<file path="src/rtl/core/sfe_pkg.sv">
// Shared types and constants for the sensor frame encoder.
// Holds the channel payload structs, the front-to-back command format and the codes.
// No dependencies.
package sfe_pkg;

    localparam logic [1:0] OP_HEADER = 2'd0;
    localparam logic [1:0] OP_TEMP   = 2'd1;
    localparam logic [1:0] OP_PRES   = 2'd2;

    localparam logic [1:0] CFG_VERSION  = 2'd0;
    localparam logic [1:0] CFG_IDENTITY = 2'd1;
    localparam logic [1:0] CFG_MODE     = 2'd2;

    localparam logic [7:0]  SYNC_0    = 8'hA5;
    localparam logic [7:0]  SYNC_1    = 8'h5A;
    localparam logic [7:0]  LEN_12    = 8'd80;   // 20 + 5 * 12
    localparam logic [7:0]  LEN_32    = 8'd180;  // 20 + 5 * 32
    localparam logic [5:0]  CHANS_12  = 6'd12;
    localparam logic [5:0]  CHANS_32  = 6'd32;
    localparam logic [31:0] MASK_12   = 32'h0000_0FFF;
    localparam logic [15:0] CRC_INIT  = 16'hFFFF;
    localparam logic [15:0] CRC_POLY  = 16'h1021;
    localparam int          HDR_BYTES = 18;

    typedef enum logic [1:0] {
        ERR_NONE   = 2'd0,
        ERR_CONFIG = 2'd1,
        ERR_ORDER  = 2'd2
    } err_t;

    typedef enum logic [1:0] {
        PH_IDLE = 2'd0,
        PH_TEMP = 2'd1,
        PH_PRES = 2'd2
    } phase_t;

    typedef enum logic [2:0] {
        CMD_HDR       = 3'd0,
        CMD_TEMP      = 3'd1,
        CMD_PRES      = 3'd2,
        CMD_PRES_LAST = 3'd3,
        CMD_ERR       = 3'd4
    } cmd_kind_t;

    typedef struct packed {
        logic [1:0]         opcode;
        logic [7:0]         status;
        logic [31:0]        sequence_req;
        logic [31:0]        sample_time;
        logic [31:0]        live_mask;
        logic signed [15:0] temperature;
        logic signed [23:0] pressure;
    } in_t;

    typedef struct packed {
        logic [7:0] out_byte;
        logic       last_byte;
        logic [1:0] error_code;
    } out_t;

    typedef struct packed {
        logic [7:0] proto_version;
        logic [7:0] identity;
        logic       channels_mode;
    } cfg_t;

    typedef struct packed {
        cmd_kind_t                    kind;
        err_t                         err;
        logic [HDR_BYTES-1:0][7:0]    bytes;
    } cmd_t;

endpackage

</file>
<file path="src/rtl/core/sfe_front.sv">
// Front end of the sensor frame encoder: checks order and configuration of each
// request, tracks the frame phase and builds one command for the back end.
// Depends on sfe_pkg.
module sfe_front (
    input  logic          clk,
    input  logic          rst_n,
    input  logic          accept,
    input  sfe_pkg::in_t  item,
    input  sfe_pkg::cfg_t cfg,
    output sfe_pkg::cmd_t cmd
);

    sfe_pkg::phase_t phase_reg, phase_next;
    logic [5:0]      count_reg, count_next;
    logic            mode_reg, mode_next;

    logic [5:0]  count_inc;
    logic [5:0]  frame_chans;
    logic        cfg_bad;
    logic [31:0] mask;

    assign count_inc   = 6'(count_reg + 6'd1);
    assign frame_chans = mode_reg ? sfe_pkg::CHANS_32 : sfe_pkg::CHANS_12;
    // identity bit 1 must match the mode; bit 2 must be clear for 12 channels
    assign cfg_bad     = (cfg.identity[1] != cfg.channels_mode) ||
                         (!cfg.channels_mode && cfg.identity[2]);
    assign mask        = cfg.channels_mode ? item.live_mask
                                           : (item.live_mask & sfe_pkg::MASK_12);

    always_comb
    begin
        phase_next = phase_reg;
        count_next = count_reg;
        mode_next  = mode_reg;
        cmd        = '0;
        cmd.kind   = sfe_pkg::CMD_ERR;
        cmd.err    = sfe_pkg::ERR_ORDER;

        unique case (item.opcode)
            sfe_pkg::OP_HEADER:
            begin
                if (phase_reg != sfe_pkg::PH_IDLE)
                begin
                    cmd.err = sfe_pkg::ERR_ORDER;
                end
                else if (cfg_bad)
                begin
                    cmd.err = sfe_pkg::ERR_CONFIG;
                end
                else
                begin
                    cmd.kind      = sfe_pkg::CMD_HDR;
                    cmd.err       = sfe_pkg::ERR_NONE;
                    cmd.bytes[0]  = sfe_pkg::SYNC_0;
                    cmd.bytes[1]  = sfe_pkg::SYNC_1;
                    cmd.bytes[2]  = cfg.channels_mode ? sfe_pkg::LEN_32 : sfe_pkg::LEN_12;
                    cmd.bytes[3]  = cfg.proto_version;
                    cmd.bytes[4]  = cfg.identity;
                    cmd.bytes[5]  = item.status;
                    cmd.bytes[6]  = item.sequence_req[7:0];
                    cmd.bytes[7]  = item.sequence_req[15:8];
                    cmd.bytes[8]  = item.sequence_req[23:16];
                    cmd.bytes[9]  = item.sequence_req[31:24];
                    cmd.bytes[10] = item.sample_time[7:0];
                    cmd.bytes[11] = item.sample_time[15:8];
                    cmd.bytes[12] = item.sample_time[23:16];
                    cmd.bytes[13] = item.sample_time[31:24];
                    cmd.bytes[14] = mask[7:0];
                    cmd.bytes[15] = mask[15:8];
                    cmd.bytes[16] = mask[23:16];
                    cmd.bytes[17] = mask[31:24];
                    mode_next     = cfg.channels_mode;
                    phase_next    = sfe_pkg::PH_TEMP;
                    count_next    = '0;
                end
            end
            sfe_pkg::OP_TEMP:
            begin
                if (phase_reg == sfe_pkg::PH_TEMP)
                begin
                    cmd.kind     = sfe_pkg::CMD_TEMP;
                    cmd.err      = sfe_pkg::ERR_NONE;
                    cmd.bytes[0] = item.temperature[7:0];
                    cmd.bytes[1] = item.temperature[15:8];
                    if (count_inc == frame_chans)
                    begin
                        phase_next = sfe_pkg::PH_PRES;
                        count_next = '0;
                    end
                    else
                    begin
                        count_next = count_inc;
                    end
                end
            end
            sfe_pkg::OP_PRES:
            begin
                if (phase_reg == sfe_pkg::PH_PRES)
                begin
                    cmd.kind     = sfe_pkg::CMD_PRES;
                    cmd.err      = sfe_pkg::ERR_NONE;
                    cmd.bytes[0] = item.pressure[7:0];
                    cmd.bytes[1] = item.pressure[15:8];
                    cmd.bytes[2] = item.pressure[23:16];
                    if (count_inc == frame_chans)
                    begin
                        // last channel: back end appends the checksum
                        cmd.kind   = sfe_pkg::CMD_PRES_LAST;
                        phase_next = sfe_pkg::PH_IDLE;
                        count_next = '0;
                    end
                    else
                    begin
                        count_next = count_inc;
                    end
                end
            end
            default:
            begin
                cmd.err = sfe_pkg::ERR_ORDER;
            end
        endcase
    end

    always_ff @(posedge clk or negedge rst_n)
    begin
        if (!rst_n)
        begin
            phase_reg <= sfe_pkg::PH_IDLE;
            count_reg <= '0;
            mode_reg  <= 1'b0;
        end
        else if (accept)
        begin
            phase_reg <= phase_next;
            count_reg <= count_next;
            mode_reg  <= mode_next;
        end
    end

endmodule

</file>
<file path="src/rtl/core/sfe_queue.sv">
// Small first-in first-out queue between front and back end of the frame encoder.
// Generic width and depth; head entry is presented without a pop. No dependencies.
module sfe_queue #(
    parameter int WIDTH = 8,
    parameter int DEPTH = 4
) (
    input  logic             clk,
    input  logic             rst_n,
    input  logic             push,
    input  logic [WIDTH-1:0] push_data,
    input  logic             pop,
    output logic [WIDTH-1:0] head_data,
    output logic             empty,
    output logic             full
);

    localparam int PTR_W = (DEPTH > 1) ? $clog2(DEPTH) : 1;
    localparam int CNT_W = $clog2(DEPTH + 1);
    localparam logic [PTR_W-1:0] PTR_LAST = PTR_W'(DEPTH - 1);
    localparam logic [CNT_W-1:0] CNT_FULL = CNT_W'(DEPTH);

    logic [WIDTH-1:0] mem_reg [DEPTH];
    logic [PTR_W-1:0] wr_ptr_reg, rd_ptr_reg;
    logic [CNT_W-1:0] count_reg;
    logic             do_push, do_pop;

    assign empty     = (count_reg == '0);
    assign full      = (count_reg == CNT_FULL);
    assign head_data = mem_reg[rd_ptr_reg];
    assign do_push   = push && !full;
    assign do_pop    = pop && !empty;

    always_ff @(posedge clk)
    begin
        if (do_push)
        begin
            mem_reg[wr_ptr_reg] <= push_data;
        end
    end

    always_ff @(posedge clk or negedge rst_n)
    begin
        if (!rst_n)
        begin
            wr_ptr_reg <= '0;
            rd_ptr_reg <= '0;
            count_reg  <= '0;
        end
        else
        begin
            if (do_push)
            begin
                wr_ptr_reg <= (wr_ptr_reg == PTR_LAST) ? '0 : PTR_W'(wr_ptr_reg + 1'b1);
            end
            if (do_pop)
            begin
                rd_ptr_reg <= (rd_ptr_reg == PTR_LAST) ? '0 : PTR_W'(rd_ptr_reg + 1'b1);
            end
            if (do_push && !do_pop)
            begin
                count_reg <= CNT_W'(count_reg + 1'b1);
            end
            else if (do_pop && !do_push)
            begin
                count_reg <= CNT_W'(count_reg - 1'b1);
            end
        end
    end

endmodule

</file>
<file path="src/rtl/core/sfe_back.sv">
// Back end of the sensor frame encoder: walks the head command one byte per
// cycle while not stalled, runs the CRC-16 over frame bytes and drives the
// output register. Depends on sfe_pkg.
module sfe_back (
    input  logic          clk,
    input  logic          rst_n,
    input  logic          have_cmd,
    input  sfe_pkg::cmd_t cmd,
    output logic          pop,
    output logic          out_valid,
    input  logic          out_stall,
    output sfe_pkg::out_t out_data
);

    logic [4:0]     idx_reg;
    logic [15:0]    crc_reg;
    logic           valid_reg;
    sfe_pkg::out_t  data_reg;

    logic [4:0]  last_idx;
    logic        is_last;
    logic        advance;
    logic [7:0]  cur_byte;
    logic        use_crc;
    logic [15:0] crc_base;
    logic [15:0] crc_new;

    function automatic logic [15:0] crc_byte(input logic [15:0] crc, input logic [7:0] b);
        logic [15:0] c;
        c = crc ^ {b, 8'h00};
        for (int i = 0; i < 8; i++)
        begin
            c = c[15] ? ({c[14:0], 1'b0} ^ sfe_pkg::CRC_POLY) : {c[14:0], 1'b0};
        end
        return c;
    endfunction

    always_comb
    begin
        unique case (cmd.kind)
            sfe_pkg::CMD_HDR:       last_idx = 5'(sfe_pkg::HDR_BYTES - 1);
            sfe_pkg::CMD_TEMP:      last_idx = 5'd1;
            sfe_pkg::CMD_PRES:      last_idx = 5'd2;
            sfe_pkg::CMD_PRES_LAST: last_idx = 5'd4;
            default:                last_idx = 5'd0;
        endcase
    end

    always_comb
    begin
        cur_byte = cmd.bytes[idx_reg];
        use_crc  = 1'b1;
        if (cmd.kind == sfe_pkg::CMD_ERR)
        begin
            cur_byte = '0;
            use_crc  = 1'b0;
        end
        else if (cmd.kind == sfe_pkg::CMD_PRES_LAST && idx_reg == 5'd3)
        begin
            cur_byte = crc_reg[7:0];
            use_crc  = 1'b0;
        end
        else if (cmd.kind == sfe_pkg::CMD_PRES_LAST && idx_reg == 5'd4)
        begin
            cur_byte = crc_reg[15:8];
            use_crc  = 1'b0;
        end
    end

    // restart the checksum on the first header byte
    assign crc_base = (cmd.kind == sfe_pkg::CMD_HDR && idx_reg == '0) ? sfe_pkg::CRC_INIT
                                                                       : crc_reg;
    assign crc_new  = crc_byte(crc_base, cur_byte);
    assign is_last  = (idx_reg == last_idx);
    assign advance  = have_cmd && (!valid_reg || !out_stall);
    assign pop      = advance && is_last;

    assign out_valid = valid_reg;
    assign out_data  = data_reg;

    always_ff @(posedge clk)
    begin
        if (advance)
        begin
            data_reg.out_byte   <= cur_byte;
            data_reg.last_byte  <= is_last;
            data_reg.error_code <= cmd.err;
        end
    end

    always_ff @(posedge clk or negedge rst_n)
    begin
        if (!rst_n)
        begin
            idx_reg   <= '0;
            crc_reg   <= sfe_pkg::CRC_INIT;
            valid_reg <= 1'b0;
        end
        else
        begin
            if (advance)
            begin
                valid_reg <= 1'b1;
                idx_reg   <= is_last ? '0 : 5'(idx_reg + 5'd1);
                if (use_crc)
                begin
                    crc_reg <= crc_new;
                end
            end
            else if (!out_stall)
            begin
                valid_reg <= 1'b0;
            end
        end
    end

endmodule

</file>
<file path="src/rtl/core/sensor_frame_encoder_crc16.sv">
// Top level of the sensor frame encoder with CRC-16/CCITT-FALSE trailer.
// Holds the configuration registers and joins sfe_front, sfe_queue and sfe_back.
// Depends on sfe_pkg.
//
// Usage:
//   Input channel (in_valid, in_stall, in_data): one request per header,
//   temperature or pressure item. in_stall rises only when the command queue
//   (QUEUE_DEPTH entries) is full.
//   Output channel (out_valid, out_stall, out_data): one frame byte per
//   transfer, last_byte marks the final byte of each request; a rejected
//   request gives a single zero byte with its error code.
//   Config channel (cfg_valid, cfg_ready, cfg_index, cfg_data): always ready;
//   write only while no request is outstanding.
//   With the queue empty, an accepted request is queued and its first byte then
//   enters the output register, raising out_valid. The back end sends one byte
//   per cycle unless stalled; a request gives 18 (header), 2 (temperature), 3 or 5
//   (pressure) or 1 (error) bytes; a 12-channel frame is 80 bytes over 25 requests.
//   Reset: phase idle, queue empty, output invalid, configuration zero.
//   Output stall: the output register holds; the queue keeps filling and then
//   stalls the input.
module sensor_frame_encoder_crc16 #(
    parameter int QUEUE_DEPTH = 4
) (
    input  logic          clk,
    input  logic          rst_n,
    input  logic          in_valid,
    output logic          in_stall,
    input  sfe_pkg::in_t  in_data,
    output logic          out_valid,
    input  logic          out_stall,
    output sfe_pkg::out_t out_data,
    input  logic          cfg_valid,
    output logic          cfg_ready,
    input  logic [1:0]    cfg_index,
    input  logic [7:0]    cfg_data
);

    localparam int CMD_W = $bits(sfe_pkg::cmd_t);

    sfe_pkg::cfg_t cfg_reg;
    sfe_pkg::cmd_t front_cmd;
    sfe_pkg::cmd_t head_cmd;
    logic [CMD_W-1:0] head_bits;
    logic          accept;
    logic          q_empty, q_full, q_pop;

    assign cfg_ready = 1'b1;
    assign in_stall  = q_full;
    assign accept    = in_valid && !q_full;
    assign head_cmd  = sfe_pkg::cmd_t'(head_bits);

    always_ff @(posedge clk or negedge rst_n)
    begin
        if (!rst_n)
        begin
            cfg_reg <= '0;
        end
        else if (cfg_valid && cfg_ready)
        begin
            case (cfg_index)
                sfe_pkg::CFG_VERSION:  cfg_reg.proto_version <= cfg_data;
                sfe_pkg::CFG_IDENTITY: cfg_reg.identity      <= cfg_data;
                sfe_pkg::CFG_MODE:     cfg_reg.channels_mode <= cfg_data[0];
                default:               ;  // drop writes to unused indexes
            endcase
        end
    end

    sfe_front u_front (
        .clk    (clk),
        .rst_n  (rst_n),
        .accept (accept),
        .item   (in_data),
        .cfg    (cfg_reg),
        .cmd    (front_cmd)
    );

    sfe_queue #(
        .WIDTH (CMD_W),
        .DEPTH (QUEUE_DEPTH)
    ) u_queue (
        .clk       (clk),
        .rst_n     (rst_n),
        .push      (accept),
        .push_data (front_cmd),
        .pop       (q_pop),
        .head_data (head_bits),
        .empty     (q_empty),
        .full      (q_full)
    );

    sfe_back u_back (
        .clk       (clk),
        .rst_n     (rst_n),
        .have_cmd  (!q_empty),
        .cmd       (head_cmd),
        .pop       (q_pop),
        .out_valid (out_valid),
        .out_stall (out_stall),
        .out_data  (out_data)
    );

endmodule

</file>
<file path="config.mk">
export PLATFORM = sky130hd
export DESIGN_NAME = sensor_frame_encoder_crc16
export DESIGN_NICKNAME = d
export VERILOG_FILES = /design/src/rtl/core/sfe_pkg.sv /design/src/rtl/core/sfe_front.sv /design/src/rtl/core/sfe_queue.sv /design/src/rtl/core/sfe_back.sv /design/src/rtl/core/sensor_frame_encoder_crc16.sv
export SDC_FILE = /design/constraint.sdc
export NUM_CORES = 1
export LEC_CHECK = 0
export BUFFER_PORTS_ARGS = -buffer_cell sky130_fd_sc_hd__buf_4
export CORE_MARGIN = 5
export CORE_UTILIZATION = 61
export CTS_CLUSTER_DIAMETER = 80
export CTS_CLUSTER_SIZE = 20
export DETAILED_ROUTE_END_ITERATION = 10
export GPL_ROUTABILITY_DRIVEN = 0
export GPL_TIMING_DRIVEN = 1
export PLACE_DENSITY_LB_ADDON = 0.15
export SLEW_MARGIN = 30
export SYNTH_ARGS = -nofsm -noshare
export SYNTH_HDL_FRONTEND = slang
export SYNTH_HIERARCHICAL = 1
export SYNTH_SLANG_ARGS = --single-unit
</file>
<file path="constraint.sdc">
create_clock -name clk -period 8.7 [get_ports clk]
set_clock_uncertainty 0.2 [all_clocks]
set_input_delay 0.87 -clock clk [delete_from_list [all_inputs] [get_ports clk]]
set_output_delay 0.87 -clock clk [all_outputs]
set_load 0.01 [all_outputs]
</file>
==> Flow_metrics.wiki <==
{| class="wikitable"
! Metric !! Value
|-
| Number of enable flip-flop cells after synthesis || 607
|-
| Number of global-route vias before repair || 14,400
|-
| Root Buffer Master || clkbuf_16
|-
| HP Class || primary input to async pin
|-
| Proportion of netlist area held by the largest area contributor || 65.6%
|-
| DRT Wirelength || 58.3 mm
|-
| Initial cell density of the core || 61.5%
|-
| Post-synth top flop || edfxtp_1
|-
| Area growth, synth to finish || 10.7%
|-
| Count of hold buffers inserted by post-cts repair || 0
|-
| Die outline area || 0.0499 mm^2
|-
| Critical R2R Capture || u_back/crc_reg[15]$_DFFE_PN1P_
|-
| Launch instance of the worst register-to-register path || u_queue/rd_ptr_reg[0]$_DFFE_PN0P_
|-
| VDD IR-drop max || 0.000193 V
|-
| Setup violation total in the final timing report || 0
|-
| Total of warnings raised by yosys || 6
|-
| Final hold violations || 0
|-
| Clock latency at the later pin of the worst-skew pair || 570 ps
|-
| Required @ worst endpoint || 8990 ps
|-
| Status || complete, no violations
|-
| Cell count after synthesis || 1,438
|-
| Syn nets || 1,613
|-
| Core area || 0.0452 mm^2
|-
| Clock tree from TritonCTS || done
|-
| Library cells used by synthesis || 84
|-
| Count of clock tree sinks || 662
|-
| Global route overflow || 0
|-
| Number of pins exceeding their max-slew limit in the final report || 0
|-
| Detailed Routing Iterations Pass 1 || 6
|-
| Post-CTS Setup Bufs || 0
|-
| Synthesized flop and latch total || 662
|-
| Total standard cell area after synthesis || 0.0278 mm^2
|-
| Proportion of register bits with asynchronous set or reset after synthesis || 8.31%
|-
| Die span in x || 223 um
|-
| Worst-margin pin slew || 1020 ps
|-
| Largest driver fanout on the critical path || 40
|-
| Unrepaired setup endpoints after global routing || no
|-
| Library cell with the largest summed area after synthesis || edfxtp_1
|-
| Min cycle time layout || 4760 ps
|-
| Max_slew headroom || 32.2%
|-
| Avg Cell Area, Syn || 19.3 um^2
|-
| Via count || 13,900
|-
| Aggregate negative setup slack || 0 ps
|-
| Leak || 10.6 nW
|-
| Post-DP HPWL || 36.8 mm
|-
| Inserted Clock Buffers || 39
|-
| Standard-cell row count || 78
|-
| Arr. time, crit path || 5050 ps
|-
| Register area share after synthesis || 70.6%
|-
| Number of flip-flops under the largest register name || 596
|-
| Detail-routed via count per cell || 6.27
|-
| Register-to-Register Path Depth || 10
|-
| Number of nets with antenna violations after routing || 0
|-
| Clock transition at the registers of the reported paths || 80 ps
|-
| Fraction of final layout cells with drive strength greater than 1 || 30.7%
|-
| Type of the worst setup path || flop to flop
|-
| Overall routing resource usage || 23.7%
|-
| # resized after CTS || 0
|-
| Post-placement worst setup slack || 3840 ps
|-
| Worst R2R Setup Slack || 3940 ps
|-
| Maximum achievable frequency || 0.210 GHz
|-
| Number of antenna violations at the first check in global routing || 2
|-
| Setup crit start kind || flop
|-
| Depth of the CTS H-tree || 2
|-
| Largest net degree at the start of global routing || 150
|-
| Average wire length per cell after detail routing || 26.2 um
|-
| Number of maximum-capacitance constraint violations || 0
|-
| Post-route DRC || 0
|-
| Crit path capture type || flop
|-
| Maximum count of clock buffers along a single path || 3
|-
| Crit path setup slack, layout || 3940 ps
|-
| PD cells || 320 mW/mm^2
|-
| Number of input and output port buffers inserted || 173
|-
| Vertical die dimension || 223 um
|-
| Number of nets in the layout || 1,768
|-
| Global-route wire length before repair || 89.8 mm
|-
| Period Utilization, post-route || 54.7%
|-
| Synth area leaders || edfxtp_1 66%, mux4_2 13%, dfrtp_1 3.5%, and2_1 2.5%, mux4_1 1.7%
|-
| Initial DRC count || 1,583
|-
| I/O pin cnt || 175
|}
## final cells by class
type,count,area (um^2)
Multi-Input combinational cell,685,7670
Clock inverter,3,26.3
Fill cell,2947,14400
Clock buffer,67,1120
Sequential cell,662,19600
Antenna cell,1,2.50
Inverter,12,45.0
Tap cell,600,751
Timing Repair Buffer,193,1510
## cells in the mapped netlist, types with 8 or more instances
cell type and number:
edfxtp_1 607, mux4_2 157, and2_1 109, nor2_1 54
nand2_1 51, mux2_2 42, dfrtp_1 39, clkbuf_1 31
buf_2 24, o21ai_0 24, and3_1 20, a21oi_1 18
mux4_1 18, buf_6 17, dfstp_2 16, xnor2_1 15
a22oi_1 14, ha_1 13, mux2i_1 12, inv_1 11
xor2_1 10, nand3_1 9, a221oi_1 8
## critical path, cell delays in order, from the launching register on
cell and delay (ps):
dfrtp_4 740, buf_16 280, buf_4 680, mux4_2 600
mux4_1 590, mux4_2 510, nor2_2 140, a2111oi_4 100
xor3_2 480, xor2_1 170, o21ai_1 130
## layer usage
layer / up-vias / global-route usage, % / share of wire [%]
li1: 6100 / - / -
met1: 7310 / 36.3 / 43
met2: 466 / 37.6 / 49
met3: 68 / 3.33 / 6.2
met4: 0 / 4.90 / 1.7
met5: - / 0 / 0
## how the worst max path moves through the flow
| stage | startpoint | slack [ps] | endpoint |
|---|---|---|---|
| global placement | u_queue/rd_ptr_reg[0]$_DFFE_PN0P_ | 3720 | u_back/crc_reg[15]$_DFFE_PN1P_ |
| detailed placement | u_queue/rd_ptr_reg[0]$_DFFE_PN0P_ | 3840 | u_back/crc_reg[15]$_DFFE_PN1P_ |
| finish | u_queue/rd_ptr_reg[0]$_DFFE_PN0P_ | 3940 | u_back/crc_reg[15]$_DFFE_PN1P_ |
| CTS | u_queue/rd_ptr_reg[0]$_DFFE_PN0P_ | 3820 | u_back/crc_reg[15]$_DFFE_PN1P_ |
| global route | u_queue/rd_ptr_reg[0]$_DFFE_PN0P_ | 3620 | u_back/crc_reg[15]$_DFFE_PN1P_ |
| floorplan | in_valid | 500 | u_queue/mem_reg[3][0]$_DFFE_PP_ |
## report_power, final
group | internal [mW] | switching, mW
Sequential | 4.29 | 0.379
Clock | 0.889 | 0.970
Combinational | 1.57 | 1.76
## logic make-up (layout without fill, tap and decap cells)
kind of cell / Yosys count / after routing / share of synthesized area [%]
DFF: 662 / 662 / 70.6
and+or+nand+nor: 297 / 297 / 6.14
muxes: 229 / 229 / 16.6
AOI/OAI and AO/OA: 115 / 115 / 3.06
buffers and inverters: 91 / 275 / 1.91
xor gates and xnor gates: 29 / 29 / 1.05
adders and majority gates: 14 / 14 / 0.657
other: 1 / 2 / 0.0135
## layout by cell type (no fill, tap or decap), drive strengths merged, types with 4 or more instances in the layout
cell type	instances
or2	5
o22ai	6
nor2	55
nor3b	4
nor2b	6
nand3	9
nand2b	6
nand2	52
a21oi	20
inv	12
mux2	42
a21o	4
o221ai	6
nand3b	4
dfstp	16
o21ai	30
nor3	6
and3	21
mux4	175
and2	110
xor2	10
buf	193
a221oi	8
o211ai	5
edfxtp	607
mux2i	12
xnor2	18
nor4b	4
a22oi	14
ha	13
clkbuf	67
dfrtp	39
## per-stage QoR
| step | power [mW] | hold WS [ps] | instance area [um^2] | std cells | util [%] |
|---|---|---|---|---|---|
| 3_5_place_dp | 8.10 | 278 | 29600 | 2152 | 65.5 |
| 2_1_floorplan | 7.17 | 251 | 27800 | 1438 | - |
| 3_3_place_gp | 7.99 | 270 | 29500 | 2150 | 65.4 |
| 4_1_cts | 9.94 | 184 | 30700 | 2222 | 68.0 |
| 5_1_grt | 10.3 | 222 | 30800 | 2222 | 68.1 |
| 6_report | 9.85 | 191 | 30800 | 2223 | 68.1 |
No activity file was read; power rests on OpenSTA's default activity.
